### src/rtl/core/pattern_coordinate_generator_macros.svh
// Assertion macros shared by the pattern coordinate generator RTL.
`ifndef PATTERN_COORDINATE_GENERATOR_MACROS_SVH
`define PATTERN_COORDINATE_GENERATOR_MACROS_SVH
`ifndef SYNTHESIS
// Checked while out of reset.
`define PCG_ASSERT(lbl, prop, msg) \
	lbl: assert property (@(posedge clk) disable iff (!arst_n) prop) else $error(msg);
// Checked at every edge, also during reset.
`define PCG_ASSERT_ALWAYS(lbl, prop, msg) \
	lbl: assert property (@(posedge clk) prop) else $error(msg);
`else
`define PCG_ASSERT(lbl, prop, msg)
`define PCG_ASSERT_ALWAYS(lbl, prop, msg)
`endif
`endif

### src/rtl/core/pcg_pkg.sv
// Shared types, constants and helpers of the pattern coordinate generator.
package pcg_pkg;

	// Defaults of the top-level parameters.
	localparam int MAX_SIDE_DEF  = 4096;
	localparam int FRAC_BITS_DEF = 16;

	// Field widths.
	localparam int SIDE_W     = 13;
	localparam int POS_W      = 12;
	localparam int BOUND_W    = 8;
	localparam int MAG_W      = POS_W + BOUND_W;
	localparam int OUT_W      = 24;
	localparam int CFG_IDX_W  = 3;
	localparam int CFG_DATA_W = 13;

	// Coordinate saturation limits.
	localparam int SAT_HI = 8388607;
	localparam int SAT_LO = -8388608;

	// Radius datapath: radicand is 49*(x*x+y*y), root is its floor square root.
	localparam int RAD_W      = 54;
	localparam int ROOT_W     = RAD_W / 2;
	localparam int PROD_W     = 55;
	localparam int DIV5_SHIFT = 30;
	localparam int DIV5_MUL   = ((1 << DIV5_SHIFT) + 4) / 5;

	localparam int QUEUE_DEPTH = 4;

	// Register indexes of the configuration port.
	typedef logic [CFG_IDX_W-1:0] reg_idx_t;
	localparam reg_idx_t REG_IMAGE_WIDTH  = 3'd0;
	localparam reg_idx_t REG_IMAGE_HEIGHT = 3'd1;
	localparam reg_idx_t REG_X_MINIMUM    = 3'd2;
	localparam reg_idx_t REG_X_MAXIMUM    = 3'd3;
	localparam reg_idx_t REG_Y_MINIMUM    = 3'd4;
	localparam reg_idx_t REG_Y_MAXIMUM    = 3'd5;

	typedef struct packed {
		logic        [SIDE_W-1:0]  image_width;
		logic        [SIDE_W-1:0]  image_height;
		logic signed [BOUND_W-1:0] x_minimum;
		logic signed [BOUND_W-1:0] x_maximum;
		logic signed [BOUND_W-1:0] y_minimum;
		logic signed [BOUND_W-1:0] y_maximum;
	} cfg_t;

	typedef struct packed {
		logic [POS_W-1:0] column;
		logic [POS_W-1:0] row;
	} in_item_t;

	typedef struct packed {
		logic signed [OUT_W-1:0] coord_x;
		logic signed [OUT_W-1:0] coord_y;
		logic        [OUT_W-1:0] radius;
		logic        [OUT_W-1:0] pixel_index;
		logic                    out_of_range;
	} out_item_t;

	// Classified request as it waits in the queue.
	typedef struct packed {
		logic [MAG_W-1:0] mag_x;
		logic             neg_x;
		logic [MAG_W-1:0] mag_y;
		logic             neg_y;
		logic [OUT_W-1:0] pixel_index;
		logic             out_of_range;
	} q_item_t;

	// Data that rides along with the radius computation.
	typedef struct packed {
		logic signed [OUT_W-1:0] x;
		logic signed [OUT_W-1:0] y;
		logic        [OUT_W-1:0] pixel_index;
		logic                    out_of_range;
	} rad_side_t;

	// Zero counts as one; values above the cap count as the cap.
	function automatic logic [SIDE_W-1:0] clamp_side(input logic [SIDE_W-1:0] r,
			input logic [SIDE_W-1:0] cap);
		logic [SIDE_W-1:0] s;
		s = r;
		if (r == '0) s = SIDE_W'(1);
		if (r > cap) s = cap;
		return s;
	endfunction

endpackage

### src/rtl/core/pcg_front.sv
// Front end: accepts pixel positions and classifies them into queue requests.
module pcg_front import pcg_pkg::*; #(
	parameter int MAX_SIDE = MAX_SIDE_DEF
) (
	input  logic     clk,
	input  logic     arst_n,
	input  logic     in_valid,
	output logic     in_stall,
	input  in_item_t in_data,
	input  cfg_t     cfg,
	input  logic     q_full,
	output logic     push,
	output q_item_t  push_data
);

	localparam int SIDE_CAP = (MAX_SIDE < 8191) ? MAX_SIDE : 8191;
	localparam logic [SIDE_W-1:0] CAP = SIDE_W'(SIDE_CAP);

	logic [SIDE_W-1:0]      side_w, side_h;
	logic signed [BOUND_W:0] span_x, span_y;
	logic [BOUND_W-1:0]     abs_x, abs_y;
	logic [OUT_W-1:0]       pix_full;
	logic                   accept;
	q_item_t                item_c;
	q_item_t                item_s1;
	logic                   vld_s1;

	// Span magnitudes, products, pixel index and range flag.
	always_comb begin
		side_w = clamp_side(cfg.image_width, CAP);
		side_h = clamp_side(cfg.image_height, CAP);
		span_x = (BOUND_W+1)'(cfg.x_maximum) - (BOUND_W+1)'(cfg.x_minimum);
		span_y = (BOUND_W+1)'(cfg.y_maximum) - (BOUND_W+1)'(cfg.y_minimum);
		abs_x  = span_x[BOUND_W] ? BOUND_W'(-span_x) : span_x[BOUND_W-1:0];
		abs_y  = span_y[BOUND_W] ? BOUND_W'(-span_y) : span_y[BOUND_W-1:0];
		pix_full = OUT_W'(in_data.column) + OUT_W'(in_data.row) * OUT_W'(side_w);
		item_c.mag_x = MAG_W'(in_data.column) * MAG_W'(abs_x);
		item_c.neg_x = span_x[BOUND_W];
		item_c.mag_y = MAG_W'(in_data.row) * MAG_W'(abs_y);
		item_c.neg_y = span_y[BOUND_W];
		item_c.pixel_index = pix_full;
		item_c.out_of_range = (SIDE_W'(in_data.column) >= side_w) ||
			(SIDE_W'(in_data.row) >= side_h);
	end

	// Hold the request while the queue is full.
	assign in_stall  = vld_s1 && q_full;
	assign accept    = in_valid && !in_stall;
	assign push      = vld_s1 && !q_full;
	assign push_data = item_s1;

	always_ff @(posedge clk or negedge arst_n) begin
		if (!arst_n) begin
			vld_s1 <= 1'b0;
		end else if (accept) begin
			vld_s1 <= 1'b1;
		end else if (push) begin
			vld_s1 <= 1'b0;
		end
	end

	always_ff @(posedge clk) begin
		if (accept) begin
			item_s1 <= item_c;
		end
	end

endmodule

### config.mk
export PLATFORM = sky130hd
export DESIGN_NAME = pcg_front
export DESIGN_NICKNAME = d
export VERILOG_FILES = /design/src/rtl/core/pattern_coordinate_generator_macros.svh /design/src/rtl/core/pcg_pkg.sv /design/src/rtl/core/pcg_front.sv
export SDC_FILE = /design/constraint.sdc
export NUM_CORES = 1
export LEC_CHECK = 0
export ABC_AREA = 1
export BUFFER_PORTS_ARGS = -buffer_cell sky130_fd_sc_hd__buf_2
export CAP_MARGIN = 40
export CELL_PAD_IN_SITES_DETAIL_PLACEMENT = 1
export CELL_PAD_IN_SITES_GLOBAL_PLACEMENT = 1
export CORE_MARGIN = 2
export CORE_UTILIZATION = 35
export CTS_CLUSTER_SIZE = 14
export DETAILED_ROUTE_END_ITERATION = 7
export PLACE_DENSITY_LB_ADDON = 0.1
export SETUP_SLACK_MARGIN = 0.05
export SLEW_MARGIN = 10
export SYNTH_ARGS = -nofsm -noshare
export SYNTH_HDL_FRONTEND = slang
export SYNTH_SLANG_ARGS = --single-unit
### constraint.sdc
create_clock -name clk -period 5.1 [get_ports clk]
set_input_delay 0.51 -clock clk [delete_from_list [all_inputs] [get_ports clk]]
set_output_delay 0.51 -clock clk [all_outputs]
set_load 0.02 [all_outputs]
# Yosys cells after proc, flatten, opt, wreduce, memory -nomap -nowiden
# Index checks and enable logic that the tools add are counted.
[totals]
register_bits = 68
input_bits = 86
output_inout_bits = 69
word_cells = 36
[op_classes]
addsub = 5
multipliers = 3
n_lt_le_gt_ge = 4
muxes = 8
n_reduce_logical = 9
[ops]
columns = ["cell", "count"]
rows = [
  ["$mux 13", 4],
  ["$mul 12x8->20", 2],
  ["$ge 12x13->1", 2],
  ["$gt 13x13->1 const B", 2],
  ["$logic_not 13->1", 2],
  ["$add 12x24->24", 1],
  ["$mul 12x13->24", 1],
  ["$sub 8x8->9", 2],
  ["$mux 8", 2],
  ["$neg 8->8", 2],
  ["$logic_and 1x1->1", 3],
  ["$logic_not 1->1", 2],
  ["$mux 1", 2],
  ["$reduce_bool 2->1", 1],
  ["$logic_or 1x1->1", 1],
]

# Longest topological paths before layout
[depth]
word_depth = 5
ltp_mapped = 33
depth_no_buf = 32

# Least setup slack after synthesis
# Ideal clock, no wire load.
[synth_timing]
path_kind = "input to register"
startpoint = "in cfg[16] in the netlist's numbering"
endpoint = "reg item_s1, in the netlist push_data[61], data pin"
setup_time_ns = 0.259
arrival_ns = 5.475
required_time_ns = 4.841
path_slack_ns = -0.634
stages = 29
path_buffers = 0
path_cell_list = "inv_1 ha_1 inv_1 fa_1 inv_1 ha_1 inv_1 nor2_1 nand3_1 nor2_2 nand2_1 nand2_2 nand3_4 nand2_2 nand2_1 fa_1 fa_1 fa_1 fa_1 inv_1 ha_1 a21o_1 a21oi_1 inv_1 nand2_1 nand2_1 nand2_1 nand2_1 xor2_1"
[synth_lines]
columns = ["item", "line", "source"]
rows = [
  ["start: declaration", "pcg_front.sv:10", "input cfg_t cfg,"],
  ["end signal: assignment", "pcg_front.sv:64", "item_s1 <= item_c;"],
  ["end: declaration", "pcg_front.sv:25", "q_item_t item_s1;"],
]

==> metrics.txt <==
# TYPE chip_impl_metric gauge
chip_impl_info{name="synth.top_cells.by_count",value="inv_1 (453), nand2_1 (399), fa_1 (242), ha_1 (190), nor2_1 (168)"} 1
chip_impl_info{name="cpMostUsedCell",value="nand2_4"} 1
chip_impl_metric{name="fin_crit",unit="ns"} 5.43
chip_impl_metric{name="fin_skew",unit="ns"} 0.00930
chip_impl_metric{name="floorplan.die_area",unit="µm²"} 46200
chip_impl_metric{name="design_area",unit="µm²"} 23100
chip_impl_metric{name="die_y",unit="µm"} 215
chip_impl_metric{name="initialDrtViolationCount",unit=""} 475
chip_impl_metric{name="post_synthesis_simple_gate_area_fraction",unit=""} 0.193
chip_impl_metric{name="portBuffers",unit=""} 154
chip_impl_metric{name="worst_path_largest_cell_delay",unit="ns"} 0.59
chip_impl_metric{name="drv_slew",unit=""} 0
chip_impl_metric{name="timing.final.hold_violations",unit=""} 0
chip_impl_metric{name="yosys.area_share.xor_xnor",unit=""} 0.0242
chip_impl_metric{name="io_pins",unit=""} 155
chip_impl_metric{name="drt.antenna.violating_nets",unit=""} 0
chip_impl_metric{name="compound_gate_fraction_of_synth_area",unit=""} 0.0657
chip_impl_metric{name="setup-tns-final",unit="ns"} -7.07
chip_impl_metric{name="synthMuxAreaShare",unit=""} 0
chip_impl_metric{name="netlist_instances",unit=""} 1937
chip_impl_metric{name="routed-via-count",unit=""} 15000
chip_impl_metric{name="fillerInstances",unit=""} 5263
chip_impl_metric{name="yosys.area.top_type_share",unit=""} 0.311
chip_impl_metric{name="instance_count_after_placement_with_tap_cells_included",unit=""} 2966
chip_impl_metric{name="clock.fmax",unit="MHz"} 184
chip_impl_metric{name="worst-slew-pin-transition",unit="ns"} 0.620
chip_impl_metric{name="starting_utilization_of_the_core_area",unit=""} 0.354
chip_impl_info{name="clock-root-buffer",value="clkbuf_16"} 1
chip_impl_metric{name="hold_slack",unit="ns"} 0.374
chip_impl_info{name="synth_most_common_cell",value="inv_1"} 1
chip_impl_metric{name="worst-r2r-cell-count",unit=""} 4
chip_impl_info{name="timing.setup.critical_path_class",value="primary input to flop"} 1
chip_impl_info{name="violations_in_the_final_reports",value="setup timing"} 1
chip_impl_metric{name="clock_insertion_delay_worst_skew",unit="ns"} 0.38
chip_impl_metric{name="synth_area_per_cell",unit="µm²"} 8.04
chip_impl_metric{name="synth.lib_cells_used.distinct",unit=""} 44
chip_impl_metric{name="synth_nets",unit=""} 2455
chip_impl_metric{name="share_of_synthesized_area_occupied_by_flip_flops_and_latches",unit=""} 0.131
chip_impl_info{name="synth_top_family_by_area",value="adder cells"} 1
chip_impl_metric{name="required",unit="ns"} 5.23
chip_impl_metric{name="floorplan.die.width",unit="µm"} 215
chip_impl_metric{name="grt_pass1_vias",unit=""} 16800
chip_impl_info{name="outcome",value="finished with violations"} 1
chip_impl_metric{name="placementRows",unit=""} 77
chip_impl_metric{name="first_pass_iters",unit=""} 5
chip_impl_metric{name="timing.final.crit_share",unit=""} 1.07
chip_impl_metric{name="timing.final.ws_setup",unit="ns"} -0.333
chip_impl_metric{name="half_perimeter_wire_length_of_the_detailed_placement_result",unit="µm"} 45400
chip_impl_metric{name="holdPathStages",unit=""} 3
chip_impl_metric{name="cp_max_fo",unit=""} 5
chip_impl_info{name="critical-path-slowest-cell",value="fa_2"} 1
chip_impl_metric{name="cts-buffers-inserted",unit=""} 9
chip_impl_metric{name="synthToLayoutAreaGrowth",unit="%"} 48.1
chip_impl_info{name="yosys_most_used_dff",value="edfxtp_1"} 1
chip_impl_metric{name="post_drt_wl_per_cell",unit="µm"} 18.6
chip_impl_metric{name="antenna-diode-count",unit=""} 0
chip_impl_metric{name="yosys.area_share.adder",unit=""} 0.464
chip_impl_metric{name="clk_path_buf_depth",unit=""} 2
chip_impl_metric{name="wl",unit="µm"} 57600
chip_impl_info{name="ys_top_cells_by_area",value="fa_1 (31%), ha_1 (15%), edfxtp_1 (13%)"} 1
chip_impl_info{name="worstSetupEndpointType",value="flop"} 1
chip_impl_metric{name="grt_first_pass_wirelength",unit="µm"} 89300
chip_impl_metric{name="max-cap-violations",unit=""} 0
chip_impl_info{name="library_cell_occupying_the_most_area_in_the_post_synthesis_netlist",value="fa_1"} 1
chip_impl_metric{name="layout-drive-gt1-share",unit=""} 0.416
chip_impl_metric{name="drt-vias-per-instance",unit=""} 4.85
chip_impl_metric{name="ys_async_sr_fraction",unit=""} 0.0147
chip_impl_metric{name="h_tree_levels",unit=""} 3
chip_impl_metric{name="cts_sinks",unit=""} 68
chip_impl_info{name="cts_tree",value="built"} 1
chip_impl_metric{name="nets",unit=""} 3011
chip_impl_metric{name="grt_max_degree",unit=""} 41
chip_impl_metric{name="routabilityCongestion",unit=""} 0.895
chip_impl_metric{name="synth-seq-cells",unit=""} 68
chip_impl_metric{name="core_region_area",unit="µm²"} 44000
chip_impl_metric{name="final_cells",unit=""} 3090
chip_impl_metric{name="netlist_area",unit="µm²"} 15600
chip_impl_metric{name="grt_util_all_layers",unit=""} 0.249
chip_impl_metric{name="antenna_found_initial",unit=""} 0
chip_impl_info{name="hold_class",value="primary input to flop"} 1
chip_impl_metric{name="synth-edff-count",unit=""} 67
chip_impl_metric{name="grt_overflow",unit=""} 0
chip_impl_metric{name="detailed_place.area",unit="µm²"} 20100
chip_impl_metric{name="synth_warnings",unit=""} 0
chip_impl_info{name="rsz0062_at_grt",value="yes"} 1
chip_impl_metric{name="timing.final.setup_violations",unit=""} 37
chip_impl_metric{name="cp.arrival",unit="ns"} 5.57
chip_impl_metric{name="drc",unit=""} 0
chip_impl_metric{name="timing.max_slew.rel_slack",unit=""} 0.586
chip_impl_info{name="worst_setup_path_start_kind",value="primary input"} 1
chip_impl_metric{name="reg_clk_slew_reported_paths",unit="ns"} 0.06
[state kept, by name (all words and copies together) (netlist names)]
register / count
push_data: 67
vld_s1: 1
[routing by layer]
layer  routed length [µm]  GRT usage  vias up
li1                     -          -     7036
met1                23400      0.298     7560
met2                30400      0.454      281
met3                 1990     0.0333      100
met4                 1830     0.0933        0
met5                    0          0        -
[through the flow]
step                worst slack, ns   util
floorplan                    -0.312      -
global placement             -0.760  0.457
detailed placement           -0.888  0.457
CTS                          -0.197  0.501
global route                 -0.499  0.524
finish                       -0.333  0.524
[worst paths after layout]
path	start	endpoint	slack, ns
hold reg to reg	vld_s1	vld_s1	0.51
max in group asynchronous	arst_n	vld_s1	4.59
min in group asynchronous	arst_n	vld_s1	0.43
setup reg to reg	vld_s1	push_data[24]	3.46
setup / recovery	cfg[16]	push_data[61]	-0.33
hold / removal	q_full	vld_s1	0.37
[layout by cell type, fill, tap and decap left out, types with 28 or more instances in the layout]
cell,n
buf_2,145
nand2_1,312
nand2_2,73
nor2_2,29
buf_6,50
inv_2,65
a21oi_2,35
nor2_1,125
ha_1,151
fa_1,223
nor2_4,28
edfxtp_1,67
nand3_1,35
nand2_4,32
a21oi_1,54
inv_1,384
ha_4,37
buf_4,363
[cells by family after synthesis]
kind of cell    Yosys count
buf+inv                 499
xor+xnor                 43
simple gates            710
fa+ha+maj               432
flops                    68
compound gates          185
[final cells by class]
type / instances / area (µm²) / share of cell area
Multi-Input combinational cell: 1372 / 13800 / 0.598
Sequential cell: 68 / 2040 / 0.0883
Timing Repair Buffer: 576 / 4350 / 0.189
Clock buffer: 10 / 239 / 0.0104
Clock inverter: 6 / 71.3 / 0.00309
Tap cell: 592 / 741 / 0.0321
Inverter: 466 / 1820 / 0.0789
[worst max-delay path, delay by kind of cell]
kind	cells	cell delay [ns]
compound gates	2	0.34
xor+xnor	1	0.13
simple gates	12	1.13
buf+inv	7	0.43
fa+ha+maj	8	3.02
[repair_timing]
| action | 4_1_cts | 5_1_grt |
|---|---|---|
| setup buffers | 71 | 42 |
| resized for setup | 259 | 190 |
| setup endpoints to repair | 41 | 44 |
| gates cloned | 2 | 1 |
| pin swaps | 141 | 124 |
| hold buffers | 1 | 0 |
| endpoints found under the hold margin | 1 | 0 |
Power is left out: the tool's default activity adds up to more than one toggle a clock period on the data nets, which glitch-free logic cannot reach.
