File: config.mk
export PLATFORM = sky130hd
export DESIGN_NAME = pcg_queue
export DESIGN_NICKNAME = d
export VERILOG_FILES = /design/src/rtl/core/pcg_pkg.sv /design/src/rtl/core/pcg_queue.sv
export VERILOG_INCLUDE_DIRS = /design/src /design/src/rtl/core
export SDC_FILE = /design/constraint.sdc
export NUM_CORES = 1
export LEC_CHECK = 0
export BUFFER_PORTS_ARGS = -buffer_cell sky130_fd_sc_hd__buf_4
export CAP_MARGIN = 20
export CORE_ASPECT_RATIO = 1.5
export CORE_MARGIN = 2
export CORE_UTILIZATION = 51
export CTS_CLUSTER_SIZE = 28
export DETAILED_ROUTE_END_ITERATION = 10
export HOLD_SLACK_MARGIN = 0.08
export PLACE_DENSITY = 0.83
export SLEW_MARGIN = 5
export SYNTH_ARGS = -nofsm -noshare
export SYNTH_HDL_FRONTEND = slang
export SYNTH_SLANG_ARGS = --single-unit
export TNS_END_PERCENT = 100
File: constraint.sdc
create_clock -name clk -period 2.8 [get_ports clk]
set_input_delay 0.56 -clock clk [delete_from_list [all_inputs] [get_ports clk]]
set_output_delay 0.56 -clock clk [all_outputs]
set_load 0.02 [all_outputs]
File: src/rtl/core/pattern_coordinate_generator_macros.svh
// Assertion macros shared by the pattern coordinate generator RTL.
`ifndef PATTERN_COORDINATE_GENERATOR_MACROS_SVH
`define PATTERN_COORDINATE_GENERATOR_MACROS_SVH
`ifndef SYNTHESIS
// Checked while out of reset.
`define PCG_ASSERT(lbl, prop, msg) \
	lbl: assert property (@(posedge clk) disable iff (!arst_n) prop) else $error(msg);
// Checked at every edge, also during reset.
`define PCG_ASSERT_ALWAYS(lbl, prop, msg) \
	lbl: assert property (@(posedge clk) prop) else $error(msg);
`else
`define PCG_ASSERT(lbl, prop, msg)
`define PCG_ASSERT_ALWAYS(lbl, prop, msg)
`endif
`endif

File: src/rtl/core/pcg_pkg.sv
// Shared types, constants and helpers of the pattern coordinate generator.
package pcg_pkg;

	// Defaults of the top-level parameters.
	localparam int MAX_SIDE_DEF  = 4096;
	localparam int FRAC_BITS_DEF = 16;

	// Field widths.
	localparam int SIDE_W     = 13;
	localparam int POS_W      = 12;
	localparam int BOUND_W    = 8;
	localparam int MAG_W      = POS_W + BOUND_W;
	localparam int OUT_W      = 24;
	localparam int CFG_IDX_W  = 3;
	localparam int CFG_DATA_W = 13;

	// Coordinate saturation limits.
	localparam int SAT_HI = 8388607;
	localparam int SAT_LO = -8388608;

	// Radius datapath: radicand is 49*(x*x+y*y), root is its floor square root.
	localparam int RAD_W      = 54;
	localparam int ROOT_W     = RAD_W / 2;
	localparam int PROD_W     = 55;
	localparam int DIV5_SHIFT = 30;
	localparam int DIV5_MUL   = ((1 << DIV5_SHIFT) + 4) / 5;

	localparam int QUEUE_DEPTH = 4;

	// Register indexes of the configuration port.
	typedef logic [CFG_IDX_W-1:0] reg_idx_t;
	localparam reg_idx_t REG_IMAGE_WIDTH  = 3'd0;
	localparam reg_idx_t REG_IMAGE_HEIGHT = 3'd1;
	localparam reg_idx_t REG_X_MINIMUM    = 3'd2;
	localparam reg_idx_t REG_X_MAXIMUM    = 3'd3;
	localparam reg_idx_t REG_Y_MINIMUM    = 3'd4;
	localparam reg_idx_t REG_Y_MAXIMUM    = 3'd5;

	typedef struct packed {
		logic        [SIDE_W-1:0]  image_width;
		logic        [SIDE_W-1:0]  image_height;
		logic signed [BOUND_W-1:0] x_minimum;
		logic signed [BOUND_W-1:0] x_maximum;
		logic signed [BOUND_W-1:0] y_minimum;
		logic signed [BOUND_W-1:0] y_maximum;
	} cfg_t;

	typedef struct packed {
		logic [POS_W-1:0] column;
		logic [POS_W-1:0] row;
	} in_item_t;

	typedef struct packed {
		logic signed [OUT_W-1:0] coord_x;
		logic signed [OUT_W-1:0] coord_y;
		logic        [OUT_W-1:0] radius;
		logic        [OUT_W-1:0] pixel_index;
		logic                    out_of_range;
	} out_item_t;

	// Classified request as it waits in the queue.
	typedef struct packed {
		logic [MAG_W-1:0] mag_x;
		logic             neg_x;
		logic [MAG_W-1:0] mag_y;
		logic             neg_y;
		logic [OUT_W-1:0] pixel_index;
		logic             out_of_range;
	} q_item_t;

	// Data that rides along with the radius computation.
	typedef struct packed {
		logic signed [OUT_W-1:0] x;
		logic signed [OUT_W-1:0] y;
		logic        [OUT_W-1:0] pixel_index;
		logic                    out_of_range;
	} rad_side_t;

	// Zero counts as one; values above the cap count as the cap.
	function automatic logic [SIDE_W-1:0] clamp_side(input logic [SIDE_W-1:0] r,
			input logic [SIDE_W-1:0] cap);
		logic [SIDE_W-1:0] s;
		s = r;
		if (r == '0) s = SIDE_W'(1);
		if (r > cap) s = cap;
		return s;
	endfunction

endpackage

File: src/rtl/core/pcg_queue.sv
// Short request queue between the front end and the back end.
`include "pattern_coordinate_generator_macros.svh"
module pcg_queue import pcg_pkg::*; (
	input  logic    clk,
	input  logic    arst_n,
	input  logic    push,
	input  q_item_t push_data,
	output logic    full,
	input  logic    pop,
	output logic    empty,
	output q_item_t head
);

	localparam int DEPTH = QUEUE_DEPTH;
	localparam int PTR_W = $clog2(DEPTH);
	localparam int CNT_W = $clog2(DEPTH + 1);

	q_item_t          mem_q [DEPTH];
	logic [PTR_W-1:0] wr_q, rd_q;
	logic [CNT_W-1:0] cnt_q;

	assign full  = (cnt_q == CNT_W'(DEPTH));
	assign empty = (cnt_q == '0);
	assign head  = mem_q[rd_q];

	// Pointers and fill count.
	always_ff @(posedge clk or negedge arst_n) begin
		if (!arst_n) begin
			wr_q  <= '0;
			rd_q  <= '0;
			cnt_q <= '0;
		end else begin
			if (push) wr_q <= (wr_q == PTR_W'(DEPTH - 1)) ? '0 : wr_q + 1'b1;
			if (pop)  rd_q <= (rd_q == PTR_W'(DEPTH - 1)) ? '0 : rd_q + 1'b1;
			if (push && !pop) begin
				cnt_q <= cnt_q + 1'b1;
			end else if (pop && !push) begin
				cnt_q <= cnt_q - 1'b1;
			end
		end
	end

	// Storage.
	always_ff @(posedge clk) begin
		if (push) begin
			mem_q[wr_q] <= push_data;
		end
	end

	`PCG_ASSERT(a_cnt_bound, (cnt_q <= CNT_W'(DEPTH)), "queue count above depth")
	`PCG_ASSERT(a_pop_nonempty, (pop |-> cnt_q != '0), "pop from an empty queue")
	`PCG_ASSERT(a_push_counts, ((push && !pop) |=> cnt_q == $past(cnt_q) + 1'b1), "push lost")

endmodule

* Yosys cells after proc, flatten, opt, wreduce, memory -nomap -nowiden
Memory sizes are Yosys's and may differ from the RTL's. Index checks and enable logic that the tools add are counted.
Operators by class: add/sub/neg operators 4, multiply operators 0, divide/modulo/power cells 0, order comparisons 0, equality and inequality tests 3, shifts and indexed selects 0, mux-type cells 6, bitwise operators 0, reductions and logical operators 6
Operators by type and width (number):
- $mux W3 | 2
- $add A2 B1 Y2 const B | 2
- $eq A2 B2 Y1 const B | 2
- $mux W2 | 2
- $add A3 B1 Y3 const B | 1
- $eq A3 B3 Y1 const B | 1
- $logic_not A3 Y1 | 1
- $sub A3 B1 Y3 const B | 1
- $logic_and A1 B1 Y1 | 2
- $logic_not A1 Y1 | 2
- $mux W1 | 2
- $reduce_bool A2 Y1 | 1
Storage, ports and cells: flip-flop bits (word level) 7, latch bits 0, bits in writable memories 268, memory bits (read-only) 0, bits of input ports 71, logic and storage cells 23, memories 1
Memory list:
- mem_q | words 4, width 67, rd ports 1, clocked after Yosys merged registers in 0, write ports 1, line pcg_queue.sv:18 | q_item_t mem_q [DEPTH];

* Logic depth before layout (Yosys ltp)
Gate-level depths: netlist of run 1.
depth after elaboration 4, gate-level depth with buffers 7, gate-level depth less buffers 7

* Worst setup path before layout of run 1
Ideal clock, no wire load.
path type register to register, start point reg wr_q[0], end point mem mem_q[0][0] in the netlist's numbering, enable pin, arrival time 2196 ps, path slack 172 ps, cell stages (with the launch flop) 4, path buffers 0, cell sequence dfrtp_1 > inv_1 > ha_1 > and2_1
RTL lines:
- start, declared | line pcg_queue.sv:19 | logic [PTR_W-1:0] wr_q, rd_q;
- start signal, assigned | line pcg_queue.sv:33 | if (push) wr_q <= (wr_q == PTR_W'(DEPTH - 1)) ? '0 : wr_q + 1'b1;
- end, declared | line pcg_queue.sv:18
No word-level cell before the write port.

==> results.toml, run 1 <==
[status]
status = "completed"

[timing]
worst_pin_slew_ps = 538
slew_headroom = 0.641
min_period_ps = 2660
hold_violations = 0
finalSetupViolations = 0
fmax_ghz = 0.376
fin_worst_skew_ps = 5.56
finalCritPeriodShare = 0.950
tns_ps = 0
slew_viol_final = 0
rsz0062_at_grt = "no"

[finish]
final_util = 0.627
drive_gt1_frac = 0.457
fillers = 1295
diodes = 0
final_nets = 626
area_delta_synth_final_pct = 22.0

[detailed_routing]
finalWirelength_um = 18500
vias = 4502
drtAntennaViolNets = 0
dr.pass1.iters = 4
wl_per_cell_um = 22.5
highest_layer = "met4"
drc = 0
drt_iter0_drc = 340
dr_wl_met3_um = 797
vias_per_cell = 5.46
wl_met2_um = 10400
wl_met1_um = 6880

[placed_design]
place.gp.congestion = 0.730
io_buffers = 139
dp.final_hpwl_um = 11400

[pwr]
p_per_area_mw_per_mm2 = 1070
combinationalPowerShare = 0.329
power_leakage_nw = 4.22
peakVddDrop_mv = 0.876
p_sw_frac = 0.298
clkPwrFrac = 0.248
intPower_mw = 9.23
p_switching_mw = 3.93
power.share.sequential = 0.423

[floorplanning]
initial_core_util = 0.514
dieArea_mm2 = 0.0210
die_h_um = 176
core_region_area_mm2 = 0.0196
num_rows = 63
io_pins = 140
die_x_um = 119

[worst_setup_path]
end_kind = "output port"
critPathLaunchType = "flip-flop"
worstPathArrival_ps = 2100
critPathRequiredTime_ps = 2240
critical_path_class = "reg2out"
cp_max_fo = 24
rr_worst_depth = 4

[cts]
cts_tree = "yes"
cts_sinks = 275
clockRootBuffer = "clkbuf_16"
cts_made_buffers = 24
cts-resized-gates = 0
clk_latency_ps = 500
path_clk_slew_ps = 70
h-tree-depth = 1
cts_buffer_depth = 3

[min_path]
worstHoldPathCells = 1
hp-class = "in2reg"

[logic_synthesis]
ys.flop_type = "edfxtp_1"
avgSynthCellArea_um2 = 26.0
syn-num-nets = 466
synth-seq-cells = 275
yosysWarnings = 0
ys_types = 20
syn_area_mm2 = 0.0101
async_flop_share = 0.0255
synth-edff-count = 268
syn_inst = 388
ys_seq_area_frac = 0.815

[global_route]
grt_pass1_vias = 4959
grt_first_pass_wirelength_um = 28600
globalRouteOverflowTotal = 0
grt_usage = 0.180
grt_start_max_net_pins = 39
antenna_found_initial = 0

[run]
max-cap-violations = 0
[flip-flops by register name, indices dropped and copies added, names as in the netlist]
name,flops
cnt_q,3
wr_q,2
rd_q,2
mem_q,268
[layout make-up]
cell class / count / area [um^2] / area share
clock inverter: 14 / 144 / 0.0117
clock buffer: 29 / 641 / 0.0520
inverter: 4 / 15.0 / 0.00122
timing repair buffer: 150 / 1220 / 0.0991
multi-input combinational: 93 / 1740 / 0.141
sequential: 275 / 8230 / 0.668
tap: 260 / 325 / 0.0264
[cell usage after synthesis (3+ instances only)]
library cell | n | area [um^2]
inv_1 | 4 | 15.0
edfxtp_1 | 268 | 8050
clkbuf_1 | 3 | 11.3
mux2_2 | 3 | 33.8
buf_2 | 5 | 25.0
ha_1 | 6 | 75.1
and2_1 | 4 | 25.0
nor2_1 | 3 | 11.3
buf_4 | 5 | 37.5
dfrtp_1 | 7 | 175
mux4_2 | 67 | 1510
[worst paths after layout]
kind	startpoint	endpoint	slack [ps]
max in group asynchronous	arst_n	rd_q[0]$_DFFE_PN0P_	2250
hold / removal	push_data[25]	mem_q[3][25]$_DFFE_PP_	250
min in group asynchronous	arst_n	rd_q[1]$_DFFE_PN0P_	410
hold reg to reg	cnt_q[2]$_DFFE_PN0P_	cnt_q[2]$_DFFE_PN0P_	490
setup reg to reg	wr_q[0]$_DFFE_PN0P_	mem_q[2][47]$_DFFE_PP_	940
setup / recovery	rd_q[0]$_DFFE_PN0P_	head[55]	140
[layout by cell type (no fill, tap or decap), drive strengths merged, types with 3 or more instances in the layout]
cell,count
inv,5
ha,6
mux2,3
bufinv,3
mux4,67
dfrtp,7
buf,149
and2,4
clkinv,9
edfxtp,268
clkbuf,29
nor2,3
[cells by family after synthesis]
| kind of cell | share of synthesized area |
|---|---|
| flip-flops | 0.815 |
| multiplexers | 0.153 |
| buffers and inverters | 0.0139 |
| AND/OR/NAND/NOR | 0.00558 |
| adder cells (fa/ha/maj) | 0.00942 |
| XOR/XNOR | 0.00260 |
| AO/OA/AOI/OAI | 0.000992 |
[per-stage QoR]
step | cell area (um^2) | power (mW) | std cells | hold WS, ps | worst slack [ps]
2_1_floorplan | 10100 | 8.37 | 388 | 264 | 172
3_3_place_gp | 11500 | 9.91 | 780 | 373 | 513
3_5_place_dp | 11500 | 10.0 | 780 | 379 | 516
4_1_cts | 12300 | 13.3 | 825 | 232 | 68.4
5_1_grt | 12300 | 13.7 | 825 | 237 | 17.4
6_report | 12300 | 13.2 | 825 | 253 | 139
[power groups by stage]
stage,combinational (mW),clock (mW),sequential [mW]
6_report,4.32,3.27,5.57
5_1_grt,4.59,3.49,5.63
4_1_cts,4.43,3.33,5.58
3_5_place_dp,4.34,0,5.69
3_3_place_gp,4.28,0,5.63
2_1_floorplan,2.86,0,5.51
[worst max-delay path: stages (launching register included)]
cell,delay (ps)
dfrtp_4,600
buf_12,270
mux4_2,540
buf_4,180
[routing by layer]
metal,track usage,up-vias
met4,0.0526,0
met2,0.329,121
met3,0.0271,32
met5,0,-
met1,0.222,2378
li1,-,1971
[repair_timing]
action	4_1_cts	5_1_grt
hold buffers	1	0
endpoints found under the setup margin	24	0
endpoints found under the hold margin	7	0
setup buffers	1	0
Note: power is estimated with default switching activity, not from simulation.
==> run 2, diff against run 1 <==
CORE_ASPECT_RATIO = 1.4   (was 1.5)
==> run 2 against run 1 <==
Die area about the same. Sequential share of layout area down 0.13 points. Core utilization rose by 1.2 points. Cell area grew 0.19%. Non-clock buffer count grew 2. Wire length decreased by 2.1%. Worst setup slack better by 89 ps. First-iteration DRC count grew 1.5%.
==> results.toml, run 2 (same netlist as run 1, synthesis figures left out) <==
[worst_setup_path]
crit_start = "rd_q[1]$_DFFE_PN0P_"
max_stage_delay_ps = 680
crit_chain = "buf_12 -> mux4_2 -> buf_4"
path_buf_inv = 2
cp-endpoint = "head[60]"
worstPathArrival_ps = 2010
cp_max_fo = 30
rr_worst_depth = 4
worstReg2RegEnd = "mem_q[1][44]$_DFFE_PP_"
worst-r2r-setup-slack_ps = 1000
end_kind = "output port"
critical_path_class = "reg2out"
path_depth = 3
critPathRequiredTime_ps = 2240
critPathLaunchType = "flip-flop"
crit_path_top_delay_cell = "dfrtp_4"
reg2reg_from = "wr_q[1]$_DFFE_PN0P_"
crit_family = "flip-flops"

[cts]
cts_sinks = 275
cts_buffer_depth = 3
cts_tree = "yes"
cts-resized-gates = 0
path_clk_slew_ps = 70
cts_made_buffers = 24
h-tree-depth = 1
clk_latency_ps = 500
clockRootBuffer = "clkbuf_16"

[detailed_routing]
wl_per_cell_um = 22.3
vias_per_cell = 5.54
drtAntennaViolNets = 0
dr.pass1.iters = 4
drt_iter0_drc = 345
finalWirelength_um = 18200
vias = 4519
drc = 0

[floorplanning]
die_x_um = 123
dieArea_mm2 = 0.0209
core_region_area_mm2 = 0.0193
io_pins = 140
die_h_um = 170
num_rows = 60
initial_core_util = 0.523

[placed_design]
dp.final_hpwl_um = 10900
pre_cts_slack_ps = 545
place.gp.congestion = 0.708
io_buffers = 139
dp_cells = 767

[finish]
final_common_cell = "edfxtp_1"
diodes = 0
drive_gt1_frac = 0.460
top_register = "mem_q"
largest_register_ff_count = 268
fillers = 1261
area_delta_synth_final_pct = 22.3
finalNonFillerCells = 815
final_nets = 628
top_regs = "mem_q x268, cnt_q x3"
final_cell_mix = "edfxtp_1 (268), buf_4 (142), mux4_2 (67)"

[pwr]
combinationalPowerShare = 0.332
power_leakage_nw = 4.23
power.share.sequential = 0.422
peakVddDrop_mv = 0.862
intPower_mw = 9.28
p_per_area_mw_per_mm2 = 1070
p_total_mw = 13.2
p_switching_mw = 3.91
p_sw_frac = 0.296
clkPwrFrac = 0.246

[timing]
fin_worst_skew_ps = 8.08
fin_ws_ps = 228
worst_pin_slew_ps = 528
hold_violations = 0
fmax_ghz = 0.389
min_period_ps = 2570
slew_viol_final = 0
rsz0062_at_grt = "no"
finalCritPeriodShare = 0.919
finalSetupViolations = 0
slew_headroom = 0.648
tns_ps = 0

[global_route]
grt_usage = 0.176
globalRouteOverflowTotal = 0
grt_start_max_net_pins = 43
grt_pass1_vias = 4826
antenna_found_initial = 0
grt_first_pass_wirelength_um = 27300

[status]
status = "completed"

[run]
max-cap-violations = 0

[min_path]
hp-class = "in2reg"
==> run 2: worst min-delay path by stage <==
stage | start | endpoint | slack (ps) | cells after the start
6_report | push_data[37] | mem_q[2][37]$_DFFE_PP_ | 260 | 1
5_1_grt | push_data[49] | mem_q[3][49]$_DFFE_PP_ | 240 | 1
4_1_cts | push_data[16] | mem_q[2][16]$_DFFE_PP_ | 230 | 1
3_5_place_dp | arst_n | wr_q[0]$_DFFE_PN0P_ | 380 | 1
3_3_place_gp | arst_n | cnt_q[1]$_DFFE_PN0P_ | 370 | 1
2_1_floorplan | arst_n | cnt_q[0]$_DFFE_PN0P_ | 260 | 0
==> run 2: routing by layer <==
metal	wire length, um	global-route usage	up-vias
met5	0	0	-
met4	382	0.0575	0
met3	978	0.0298	24
met2	9810	0.306	154
met1	6980	0.226	2365
li1	-	-	1976
==> run 2: repair_timing <==
item | in CTS | in global routing
setup endpoints to repair | 4 | 14
buffers inserted | 3 | 1
hold endpoints to repair | 7 | 0
hold buffers | 1 | 0
==> run 2: power groups by stage <==
| stage | registers, mW | clock network, mW | logic [mW] |
|---|---|---|---|
| floorplan | 5.51 | 0 | 2.86 |
| global placement | 5.70 | 0 | 4.20 |
| detailed placement | 5.77 | 0 | 4.27 |
| CTS | 5.63 | 3.32 | 4.37 |
| global route | 5.63 | 3.45 | 4.66 |
| finish | 5.57 | 3.25 | 4.37 |
==> run 2: area by class of cell <==
cell class	count	area [um^2]	area share
Sequential cell	275	8230	0.667
Multi-Input combinational cell	93	1740	0.141
Timing Repair Buffer	152	1260	0.102
Clock buffer	29	641	0.0519
Tap cell	248	310	0.0251
Clock inverter	14	146	0.0119
Inverter	4	15.0	0.00122
==> run 2: stage by stage <==
stage	utilization	instance area (um^2)	hold WS, ps
final	0.640	12300	256
after global routing	0.640	12300	235
after CTS	0.639	12300	227
after detailed placement	0.596	11500	377
after global placement	0.596	11500	374
after floorplan	-	10100	264
